===== src/sv/assert_macros.svh =====
// Assertion helpers shared by the RTL.
`ifndef ASSERT_MACROS_SVH
`define ASSERT_MACROS_SVH
// Property p must hold at every rising edge outside reset.
`define ASSERT_CLK(label, clk, rst, p, msg) \
   label: assert property (@(posedge clk) disable iff (rst) (p)) else $error(msg);
// Implication a |-> b at every rising edge outside reset.
`define ASSERT_IMPL(label, clk, rst, a, b, msg) \
   label: assert property (@(posedge clk) disable iff (rst) (a) |-> (b)) else $error(msg);
`endif


===== src/sv/jdcal_pkg.sv =====
package jdcal_pkg;
   localparam int unsigned DayLimit      = 1000000000;
   localparam int unsigned LastJulianDay = 2299160;
   localparam int unsigned GregMarchZero = 1721120;
   localparam int unsigned Days400y      = 146097;
   localparam int unsigned Days100y      = 36524;
   localparam int unsigned Days4y        = 1461;
   localparam int unsigned StageCount    = 7;

   // Division by a constant as (x * Recip) >> Shift. The cycle estimates may
   // come out one low and get one correction step; the other two are exact
   // for every day of a 400-year era.
   localparam int unsigned Recip4y       = 2870;
   localparam int unsigned Shift4y       = 22;
   localparam int unsigned Recip400y     = 7349;
   localparam int unsigned Shift400y     = 30;
   localparam int unsigned Recip1460     = 183861;
   localparam int unsigned Shift1460     = 28;
   localparam int unsigned Recip365      = 183860;
   localparam int unsigned Shift365      = 26;

   typedef struct packed {
      logic [4:0]  day_of_month;
      logic [3:0]  month_of_year;
      logic [21:0] year_number;
      logic        era_bc;
      logic        out_of_range;
   } date_type;
endpackage


===== src/sv/julian_day_to_calendar_date_top.sv =====
// Julian day number to calendar date converter.
// Input channel: req_valid/req_ready with req_day_number (days since
// 1 January 4713 BC). Result channel: rsp_valid/rsp_ready with day, month,
// year magnitude, BC flag and an out_of_range flag for inputs above 1e9.
// Days through 4 October 1582 follow the Julian calendar, later days the
// Gregorian calendar; every item gives exactly one result item.
// The datapath has seven register stages, the first loaded at the edge that
// accepts the item; one item can enter every cycle while the result side
// does not stall. The depth is set by the era division (a reciprocal
// estimate and a correction stage), the year of era (two reciprocal
// divisions in stages of their own), and the month lookup.
// A stall on the result side holds the whole pipeline; req_ready is low only
// while the last stage holds a result that rsp_ready does not take, so
// nothing is lost or repeated. Reset clears all valid bits; payload
// registers are not reset.
`include "assert_macros.svh"
module julian_day_to_calendar_date_top
   import jdcal_pkg::*;
(
   input  logic        clock,
   input  logic        reset,
   input  logic        req_valid,
   output logic        req_ready,
   input  logic [29:0] req_day_number,
   output logic        rsp_valid,
   input  logic        rsp_ready,
   output logic [4:0]  rsp_day_of_month,
   output logic [3:0]  rsp_month_of_year,
   output logic [21:0] rsp_year_number,
   output logic        rsp_era_bc,
   output logic        rsp_out_of_range
);
   logic [StageCount-1:0] vld_ff;
   logic [StageCount-1:0] vld_in;
   logic                  adv;

   // The pipeline moves when the output slot is free or being emptied.
   assign adv       = !vld_ff[StageCount-1] || rsp_ready;
   assign req_ready = adv;

   always_comb begin
      vld_in = vld_ff;
      if (adv) begin
         vld_in = {vld_ff[StageCount-2:0], req_valid};
      end
   end

   always_ff @(posedge clock) begin
      if (reset) begin
         vld_ff <= '0;
      end else begin
         vld_ff <= vld_in;
      end
   end

   // Stage 1: classify and compute the day offset for either calendar.
   logic        oor1_ff, jul1_ff;
   logic [29:0] z1_ff;
   logic [29:0] z1_in;
   logic        jul1_in;
   always_comb begin
      jul1_in = ({2'b0, req_day_number} <= 32'(LastJulianDay));
      z1_in   = jul1_in ? req_day_number : req_day_number - 30'(GregMarchZero);
   end
   always_ff @(posedge clock) begin
      if (adv) begin
         oor1_ff <= ({2'b0, req_day_number} > 32'(DayLimit));
         jul1_ff <= jul1_in;
         z1_ff   <= z1_in;
      end
   end

   // Stage 2: estimate the cycle index (1461 or 146097 days) by reciprocal.
   // The estimate is never high and at most one low.
   logic        oor2_ff, jul2_ff;
   logic [29:0] z2_ff;
   logic [13:0] q2_ff;
   logic [43:0] pj;
   logic [42:0] pg;
   logic [13:0] q2_in;
   always_comb begin
      pj = 44'(z1_ff) * 44'(Recip4y);
      pg = 43'(z1_ff) * 43'(Recip400y);
      q2_in = jul1_ff ? 14'(pj >> Shift4y) : 14'(pg >> Shift400y);
   end
   always_ff @(posedge clock) begin
      if (adv) begin
         oor2_ff <= oor1_ff;
         jul2_ff <= jul1_ff;
         z2_ff   <= z1_ff;
         q2_ff   <= q2_in;
      end
   end

   // Stage 3: remainder with one correction step.
   logic        oor3_ff, jul3_ff;
   logic [13:0] q3_ff;
   logic [17:0] doe3_ff;
   logic [31:0] prod3, rem3;
   logic [13:0] q3_in;
   logic [17:0] doe3_in;
   logic [17:0] cyc3;
   always_comb begin
      cyc3  = jul2_ff ? 18'(Days4y) : 18'(Days400y);
      prod3 = 32'(q2_ff) * 32'(cyc3);
      rem3  = 32'(z2_ff) - prod3;
      q3_in = q2_ff;
      if (rem3 >= 32'(cyc3)) begin
         rem3  = rem3 - 32'(cyc3);
         q3_in = q2_ff + 14'd1;
      end
      doe3_in = 18'(rem3);
   end
   always_ff @(posedge clock) begin
      if (adv) begin
         oor3_ff <= oor2_ff;
         jul3_ff <= jul2_ff;
         q3_ff   <= q3_in;
         doe3_ff <= doe3_in;
      end
   end

   // Stage 4: Julian year of cycle by compares; Gregorian year numerator
   // doe - doe/1460 + doe/36524 - doe/146096.
   logic        oor4_ff, jul4_ff, leap4_ff;
   logic [13:0] q4_ff;
   logic [17:0] doe4_ff, t4_ff;
   logic [8:0]  yoej4_ff, doyj4_ff;
   logic [35:0] p1460;
   logic [6:0]  c1460;
   logic [2:0]  c36524;
   logic        c146096;
   logic [17:0] t4_in;
   logic [8:0]  yoej4_in, doyj4_in;
   logic        leap4_in;
   always_comb begin
      leap4_in = 1'b0;
      if (doe3_ff < 18'd366) begin
         yoej4_in = 9'd0;
         doyj4_in = 9'(doe3_ff);
         leap4_in = jul3_ff;
      end else if (doe3_ff < 18'd731) begin
         yoej4_in = 9'd1; doyj4_in = 9'(doe3_ff - 18'd366);
      end else if (doe3_ff < 18'd1096) begin
         yoej4_in = 9'd2; doyj4_in = 9'(doe3_ff - 18'd731);
      end else begin
         yoej4_in = 9'd3; doyj4_in = 9'(doe3_ff - 18'd1096);
      end
      p1460   = 36'(doe3_ff) * 36'(Recip1460);
      c1460   = 7'(p1460 >> Shift1460);
      c36524  = 3'(doe3_ff >= 18'(Days100y)) + 3'(doe3_ff >= 18'(2 * Days100y))
              + 3'(doe3_ff >= 18'(3 * Days100y)) + 3'(doe3_ff >= 18'(4 * Days100y));
      c146096 = (doe3_ff >= 18'(Days400y - 1));
      t4_in   = doe3_ff - 18'(c1460) + 18'(c36524) - 18'(c146096);
   end
   always_ff @(posedge clock) begin
      if (adv) begin
         oor4_ff  <= oor3_ff;
         jul4_ff  <= jul3_ff;
         leap4_ff <= leap4_in;
         q4_ff    <= q3_ff;
         doe4_ff  <= doe3_ff;
         t4_ff    <= t4_in;
         yoej4_ff <= yoej4_in;
         doyj4_ff <= doyj4_in;
      end
   end

   // Stage 5: Gregorian year of era, the numerator divided by 365; the Julian year of cycle passes through.
   logic        oor5_ff, jul5_ff, leap5_ff;
   logic [13:0] q5_ff;
   logic [17:0] doe5_ff;
   logic [8:0]  yoe5_ff, doyj5_ff;
   logic [35:0] p365;
   logic [8:0]  yoe5_in;
   always_comb begin
      p365    = 36'(t4_ff) * 36'(Recip365);
      yoe5_in = jul4_ff ? yoej4_ff : 9'(p365 >> Shift365);
   end
   always_ff @(posedge clock) begin
      if (adv) begin
         oor5_ff  <= oor4_ff;
         jul5_ff  <= jul4_ff;
         leap5_ff <= leap4_ff;
         q5_ff    <= q4_ff;
         doe5_ff  <= doe4_ff;
         yoe5_ff  <= yoe5_in;
         doyj5_ff <= doyj4_ff;
      end
   end

   // Stage 6: day of (shifted) year and year index.
   logic        oor6_ff, jul6_ff, leap6_ff;
   logic [8:0]  doy6_ff;
   logic [21:0] yidx6_ff;
   logic [1:0]  c100;
   logic [17:0] base6;
   logic [8:0]  doy6_in;
   logic [21:0] yidx6_in;
   always_comb begin
      c100  = 2'(yoe5_ff >= 9'd100) + 2'(yoe5_ff >= 9'd200) + 2'(yoe5_ff >= 9'd300);
      base6 = 18'(yoe5_ff) * 18'd365 + 18'(yoe5_ff >> 2) - 18'(c100);
      if (jul5_ff) begin
         doy6_in  = doyj5_ff;
         yidx6_in = 22'(q5_ff) * 22'd4 + 22'(yoe5_ff);
      end else begin
         doy6_in  = 9'(doe5_ff - base6);
         yidx6_in = 22'(q5_ff) * 22'd400 + 22'(yoe5_ff);
      end
   end
   always_ff @(posedge clock) begin
      if (adv) begin
         oor6_ff  <= oor5_ff;
         jul6_ff  <= jul5_ff;
         leap6_ff <= leap5_ff;
         doy6_ff  <= doy6_in;
         yidx6_ff <= yidx6_in;
      end
   end

   // First day of each month within the year, counted from January for the
   // Julian path and from March for the Gregorian path.
   function automatic logic [8:0] month_start(input logic [3:0] idx,
                                              input logic jan_based, input logic leap);
      logic [8:0] s;
      s = 9'd0;
      if (jan_based) begin
         case (idx)
            4'd1:    s = 9'd31;
            4'd2:    s = 9'd59;
            4'd3:    s = 9'd90;
            4'd4:    s = 9'd120;
            4'd5:    s = 9'd151;
            4'd6:    s = 9'd181;
            4'd7:    s = 9'd212;
            4'd8:    s = 9'd243;
            4'd9:    s = 9'd273;
            4'd10:   s = 9'd304;
            4'd11:   s = 9'd334;
            default: s = 9'd0;
         endcase
         if (leap && idx >= 4'd2) begin
            s = s + 9'd1;
         end
      end else begin
         case (idx)
            4'd1:    s = 9'd31;
            4'd2:    s = 9'd61;
            4'd3:    s = 9'd92;
            4'd4:    s = 9'd122;
            4'd5:    s = 9'd153;
            4'd6:    s = 9'd184;
            4'd7:    s = 9'd214;
            4'd8:    s = 9'd245;
            4'd9:    s = 9'd275;
            4'd10:   s = 9'd306;
            4'd11:   s = 9'd337;
            default: s = 9'd0;
         endcase
      end
      return s;
   endfunction

   // Stage 7: month and day, year and era; this stage is the output register.
   date_type res_ff, res_in;
   logic [3:0]  mi7, mo7;
   logic [8:0]  st7;
   always_comb begin
      res_in = '0;
      mi7    = 4'd0;
      mo7    = 4'd0;
      st7    = '0;
      // The last month whose first day is not after the day of year.
      for (int i = 1; i < 12; i++) begin
         if (doy6_ff >= month_start(4'(i), jul6_ff, leap6_ff)) begin
            mi7 = 4'(i);
            st7 = month_start(4'(i), jul6_ff, leap6_ff);
         end
      end
      res_in.day_of_month = 5'(doy6_ff - st7 + 9'd1);
      if (jul6_ff) begin
         res_in.month_of_year = mi7 + 4'd1;
         if (yidx6_ff <= 22'd4712) begin
            res_in.year_number = 22'd4713 - yidx6_ff;
            res_in.era_bc      = 1'b1;
         end else begin
            res_in.year_number = yidx6_ff - 22'd4712;
         end
      end else begin
         // January and February belong to the next year.
         mo7 = (mi7 < 4'd10) ? mi7 + 4'd3 : mi7 - 4'd9;
         res_in.month_of_year = mo7;
         res_in.year_number   = yidx6_ff + ((mo7 <= 4'd2) ? 22'd1 : 22'd0);
      end
      if (oor6_ff) begin
         res_in = '0;
         res_in.out_of_range = 1'b1;
      end
   end
   always_ff @(posedge clock) begin
      if (adv) begin
         res_ff <= res_in;
      end
   end

   assign rsp_valid         = vld_ff[StageCount-1];
   assign rsp_day_of_month  = res_ff.day_of_month;
   assign rsp_month_of_year = res_ff.month_of_year;
   assign rsp_year_number   = res_ff.year_number;
   assign rsp_era_bc        = res_ff.era_bc;
   assign rsp_out_of_range  = res_ff.out_of_range;

   // A result that is stalled holds its valid bit.
   `ASSERT_IMPL(a_hold, clock, reset, rsp_valid && !rsp_ready, ##1 rsp_valid, "result dropped")
   // Out of range results carry an all-zero date.
   `ASSERT_IMPL(a_oor, clock, reset, rsp_valid && rsp_out_of_range,
      rsp_month_of_year == 4'd0, "oor date")
   // Valid results carry a month between 1 and 12 when in range.
   `ASSERT_IMPL(a_mon, clock, reset, rsp_valid && !rsp_out_of_range,
      rsp_month_of_year >= 4'd1 && rsp_month_of_year <= 4'd12, "bad month")
endmodule


===== config.mk =====
export PLATFORM = sky130hd
export DESIGN_NAME = julian_day_to_calendar_date_top
export DESIGN_NICKNAME = d
export VERILOG_FILES = /design/src/sv/jdcal_pkg.sv /design/src/sv/julian_day_to_calendar_date_top.sv
export VERILOG_INCLUDE_DIRS = /design/src /design/src/sv
export SDC_FILE = /design/constraint.sdc
export NUM_CORES = 2
export LEC_CHECK = 0
export ABC_AREA = 1
export ABC_CLOCK_PERIOD_IN_PS = 7300
export BUFFER_PORTS_ARGS = -buffer_cell sky130_fd_sc_hd__buf_2
export CAP_MARGIN = 5
export CORE_MARGIN = 8
export CORE_UTILIZATION = 55
export DETAILED_ROUTE_END_ITERATION = 10
export GPL_TIMING_DRIVEN = 0
export PLACE_DENSITY = 0.74
export SLEW_MARGIN = 0
export SYNTH_ARGS = -nofsm -noshare
export SYNTH_HDL_FRONTEND = slang
export SYNTH_SLANG_ARGS = --single-unit

===== constraint.sdc =====
create_clock -name clock -period 7.3 [get_ports clock]
set_input_delay 1.095 -clock clock [delete_from_list [all_inputs] [get_ports clock]]
set_output_delay 1.095 -clock clock [all_outputs]
set_load 0.005 [all_outputs]

After elaboration in Yosys (flattened, before gate mapping)
Cells that the tools add are included.
{"block": "word_totals", "ramBits": 0, "latchBits": 0, "rom_bits": 0, "memories": 0, "register_bits": 292, "elab_cells": 227, "inputBits": 34}
{"block": "op_classes", "n_addsub": 48, "n_lt_le_gt_ge": 27, "n_mux": 101, "reduce_logical": 4, "n_shift": 0, "n_eq_ne": 0, "n_bitwise": 1, "n_div": 0, "mul": 7}
{"operator": "9-bit two-way mux", "count": 35}
{"operator": "5-bit two-way mux", "count": 41}
{"operator": "9-bit by 1-bit adder with 9-bit output (second input constant)", "count": 10}
{"operator": "9-bit >= comparator", "count": 10}
{"operator": "5-bit by 1-bit adder with 5-bit output (second input constant)", "count": 11}
{"operator": "22-bit two-way mux", "count": 2}
{"operator": "30-bit by 13-bit multiplier with 43-bit output (second input constant)", "count": 1}
{"operator": "4-bit two-way mux", "count": 10}
{"operator": "18-bit by 17-bit >= comparator with 1-bit output (second input constant)", "count": 2}
{"operator": "18-bit two-way mux", "count": 2}
{"operator": "18-bit by 18-bit multiplier with 35-bit output (second input constant)", "count": 1}
{"operator": "30-bit by 11-bit multiplier with 35-bit output (second input constant)", "count": 1}
{"operator": "18-bit by 16-bit multiplier with 33-bit output (second input constant)", "count": 1}
{"operator": "32-bit by 18-bit >= comparator with 1-bit output", "count": 1}
{"operator": "14-bit by 18-bit multiplier with 32-bit output", "count": 1}
{"operator": "30-bit by 32-bit subtractor with 32-bit output", "count": 1}
{"operator": "30-bit > comparator (second input constant)", "count": 1}
{"operator": "30-bit by 22-bit less-or-equal comparator with 1-bit output (second input constant)", "count": 1}
{"operator": "30-bit two-way mux", "count": 1}
{"operator": "30-bit by 21-bit subtractor with 30-bit output (second input constant)", "count": 1}
{"operator": "26-bit two-way mux", "count": 1}
{"operator": "22-bit by 1-bit adder with 22-bit output", "count": 1}
{"operator": "22-bit by 9-bit adder with 22-bit output", "count": 1}
{"operator": "22-bit by 13-bit less-or-equal comparator with 1-bit output (second input constant)", "count": 1}
{"operator": "other kinds (43)", "count": 50}

Longest topological paths before layout
{"block": "depth", "word_depth": 21, "ltp_mapped": 39}

Worst setup path after synthesis
Ideal clock, no wire load.
{"block": "synth_path", "path_kind": "input -> output", "from": "input port rsp_ready", "to": "output port req_ready", "cell_stages": 2, "required_time_ns": 6.205, "setup_slack_ns": -0.464, "n_path_buf": 0, "t_arrival_ns": 6.669, "path_cell_list": "nor2_1 inv_1"}
{"block": "synth_between", "elab_chain_len": 1}
{"element": "from (decl)", "line": "julian_day_to_calendar_date_top.sv:26", "rtl": "input logic rsp_ready,"}
{"element": "1-bit logical OR", "line": "julian_day_to_calendar_date_top.sv:38", "rtl": "assign adv = !vld_ff[StageCount-1] || rsp_ready;"}
{"element": "to (decl)", "line": "julian_day_to_calendar_date_top.sv:23", "rtl": "output logic req_ready,"}
Every way passes these cells.

Final worst setup path
{"block": "layout_path", "from": "register doe3_ff[4]", "to": "register t4_ff[12] (data pin)"}
{"block": "layout_between", "elab_chain_len": 6, "word_cells_on_any_way": 11, "classes_between": "6 x add/sub; 1 x mul; 4 x order compare"}
{"element": "from (decl)", "line": "julian_day_to_calendar_date_top.sv:98", "rtl": "logic [17:0] doe3_ff;"}
{"element": "from (signal assigned)", "line": "julian_day_to_calendar_date_top.sv:119", "rtl": "doe3_ff <= doe3_in;"}
{"element": "branches (longest 5 deep; another with 18-bit by 18-bit multiplier with 35-bit output)"}
{"element": "18-bit by 1-bit subtractor with 18-bit output (*)", "line": "julian_day_to_calendar_date_top.sv:154", "rtl": "t4_in = doe3_ff - 18'(c1460) + 18'(c36524) - 18'(c146096);"}
{"element": "named net t4_in[12]", "line": "julian_day_to_calendar_date_top.sv:133", "rtl": "logic [17:0] t4_in;"}
{"element": "to (signal assigned)", "line": "julian_day_to_calendar_date_top.sv:163", "rtl": "t4_ff <= t4_in;"}
{"element": "to (decl)", "line": "julian_day_to_calendar_date_top.sv:127", "rtl": "logic [17:0] doe4_ff, t4_ff;"}
Mark *: on every way through the listed nets, which the timed path passes.
A chain may end at the register's enable or synchronous reset.

==> results.cfg <==
[die]
die_h_um = 317.4
die_width_um = 317.4
start_util = 0.5552
pin_count = 69
die-area_um2 = 100800
num_rows = 110
fp.coreArea_um2 = 90010

[placed_design]
globalplace.congestion = 0.9362
hpwl_mm = 104.7
io_buffers = 67

[synth]
ys_ff_latch = 285
synth_cell_types = 59
avgSynthCellArea_um2 = 8.855
synth_area_um2 = 49980
synth-main-ff-cell = edfxtp_1
synth.area.mux_share = 0
async_flop_share = 0
ys_seq_area_frac = 0.1698
synth_top_family_by_area = adder cells
synth_edf_count = 278
synthCells = 5644
synth_xor_area_frac = 0.02767
synth_fa_ha_area_frac = 0.4868
synth-compound-area-share = 0.07879
syn-num-nets = 7222
yosys_warnings = 0
synth_simple_gate_area_frac = 0.1317

[timing]
period_share = 1.023
hold_violations = 0
finalWorstSetupSlack_ps = -164.6
holdWs_ps = 404.8
final.min_clock_period_ps = 7465
relSlewSlack = 0.3215
maxSlewViolCount = 0
setup_viol = 7
worstMarginPinSlew_ps = 1018
fin_tns_setup_ps = -767.6
fin_worst_skew_ps = 25.77
fmax_mhz = 134.0
rsz0062_at_grt = true

[flow_run]
maxCapViolations = 0

[routing]
via_per_inst = 5.478
drt_first_pass_iters = 8
remaining_drc_errors = 0
wl_mm = 129.2
wl_per_cell_um = 18.18
drtIter0Drc = 2610
antenna_left = 0
vias = 38920

[layout]
regArea_um2 = 8488
post-route-util = 0.6188
drive_above_1_share = 0.09464
area_growth_pct = 11.46
multi_input_area_um2 = 37480
final_cell_mix = inv_1, ha_1, nand2_1
nNetsFinal = 7483
final_common_cell = inv_1
nFillCells = 7519

[clock_network]
htreeDepth = 2
cts_sinks = 285
clkLatencyLatePin_ps = 580
root_buffer = clkbuf_16
cts_buffers = 36
cts_buffer_depth = 3
ctsHoldBuffers = 0
path_clk_slew_ps = 60
cts_tree = done

[worst_hold_path]
min_path_type = reg -> reg

[setup_path]
critPathCaptureType = flip-flop
critPathArrivalTime_ps = 7840
crit_slowest_cell = fa_2
path_class = reg -> reg
cp.required_ps = 7680
critPathTopFamily = adder cells
critPathBufInv = 13
cp-start-kind = flip-flop
cpPeakStageDelay_ps = 550
cp_max_fo = 4

[grt]
antenna_found_initial = 1
grt_overflow_total = 0
grt_max_degree = 47
grt_pass1_wl_mm = 205.6
grt_pass1_vias = 40080
grt_usage = 0.2504

[status]
violations = negative setup slack
status = finished, violations left
## cells by family (layout without fill, tap and decap cells)
group           after synthesis  count (layout)
compound gates              710             710
xor+xnor                    157             157
fa+ha+maj                  1544            1544
buf+inv                    1388            1672
flops                       285             285
other cells                   0               1
simple gates               1560            1560
## layout make-up
type,instances,share of cell area
tap,1176,0.02642
multi-input combinational,3971,0.6729
buffer,39,0.004335
inverter,1348,0.09167
clock buffer,41,0.01651
sequential,285,0.1524
clock inverter,20,0.004290
antenna,1,0.00004492
timing repair buffer,224,0.03142
## repair_timing
action,4_1_cts,5_1_grt
buffers inserted,87,60
cloned,0,3
resized for setup,181,144
setup endpoints to repair,49,43
pin swaps,87,109
hold endpoints to repair,0,0
## synthesized netlist by cell type, types with 18 or more instances
cell type / number / area [um2]
a21o_1: 24 / 180.2
a21oi_1: 331 / 1657
a31oi_1: 25 / 156.4
clkbuf_1: 23 / 86.33
edfxtp_1: 278 / 8348
fa_1: 667 / 13350
ha_1: 877 / 10970
inv_1: 1336 / 5015
nand2_1: 848 / 3183
nand3_1: 199 / 996.0
nand4_1: 42 / 262.8
nor2_1: 326 / 1224
nor3_1: 62 / 310.3
nor4_1: 30 / 187.7
o211ai_1: 18 / 135.1
o21ai_0: 220 / 1101
xnor2_1: 50 / 437.9
xor2_1: 106 / 928.4
## layer usage
layer / share of wire / GRT usage / vias up / wire length [um]
li1: - / - / 18540 / -
met1: 0.41 / 0.3205 / 18730 / 53310
met2: 0.48 / 0.4279 / 1333 / 61760
met3: 0.065 / 0.03976 / 319 / 8387
met4: 0.044 / 0.09232 / 2 / 5714
met5: 0.000070 / 0 / - / 9
## flip-flops by register name (all words and copies together), names as in the netlist, 14 cells and up
name / flops
z1_ff: 30
z2_ff: 30
rsp_year_number: 22
yidx6_ff: 22
doe3_ff: 18
t4_ff: 18
q2_ff: 14
q3_ff: 14
q4_ff: 14
q5_ff: 14
## per-stage QoR
step | instances | setup slack [ps] | area [um2]
detailed placement | 6894 | -1349 | 51940
global route | 7104 | -439.6 | 55700
floorplan | 5644 | 7.656 | 49990
CTS | 7042 | -158.3 | 54610
global placement | 6887 | -1340 | 51800
finish | 7105 | -164.6 | 55700
## worst paths after layout
path / startpoint / end / slack (ps) / cells after the start
worst max-delay path: doe3_ff[4] / t4_ff[12] / -160 / 40
worst max register to register: doe3_ff[4] / t4_ff[12] / -160 / 40
worst min register to register: q4_ff[2] / q5_ff[2] / 400 / 0
worst min-delay path: q4_ff[2] / q5_ff[2] / 400 / 0
Power is not shown: default switching activity piles up to over one toggle a cycle in this logic, so the estimate is an artifact.
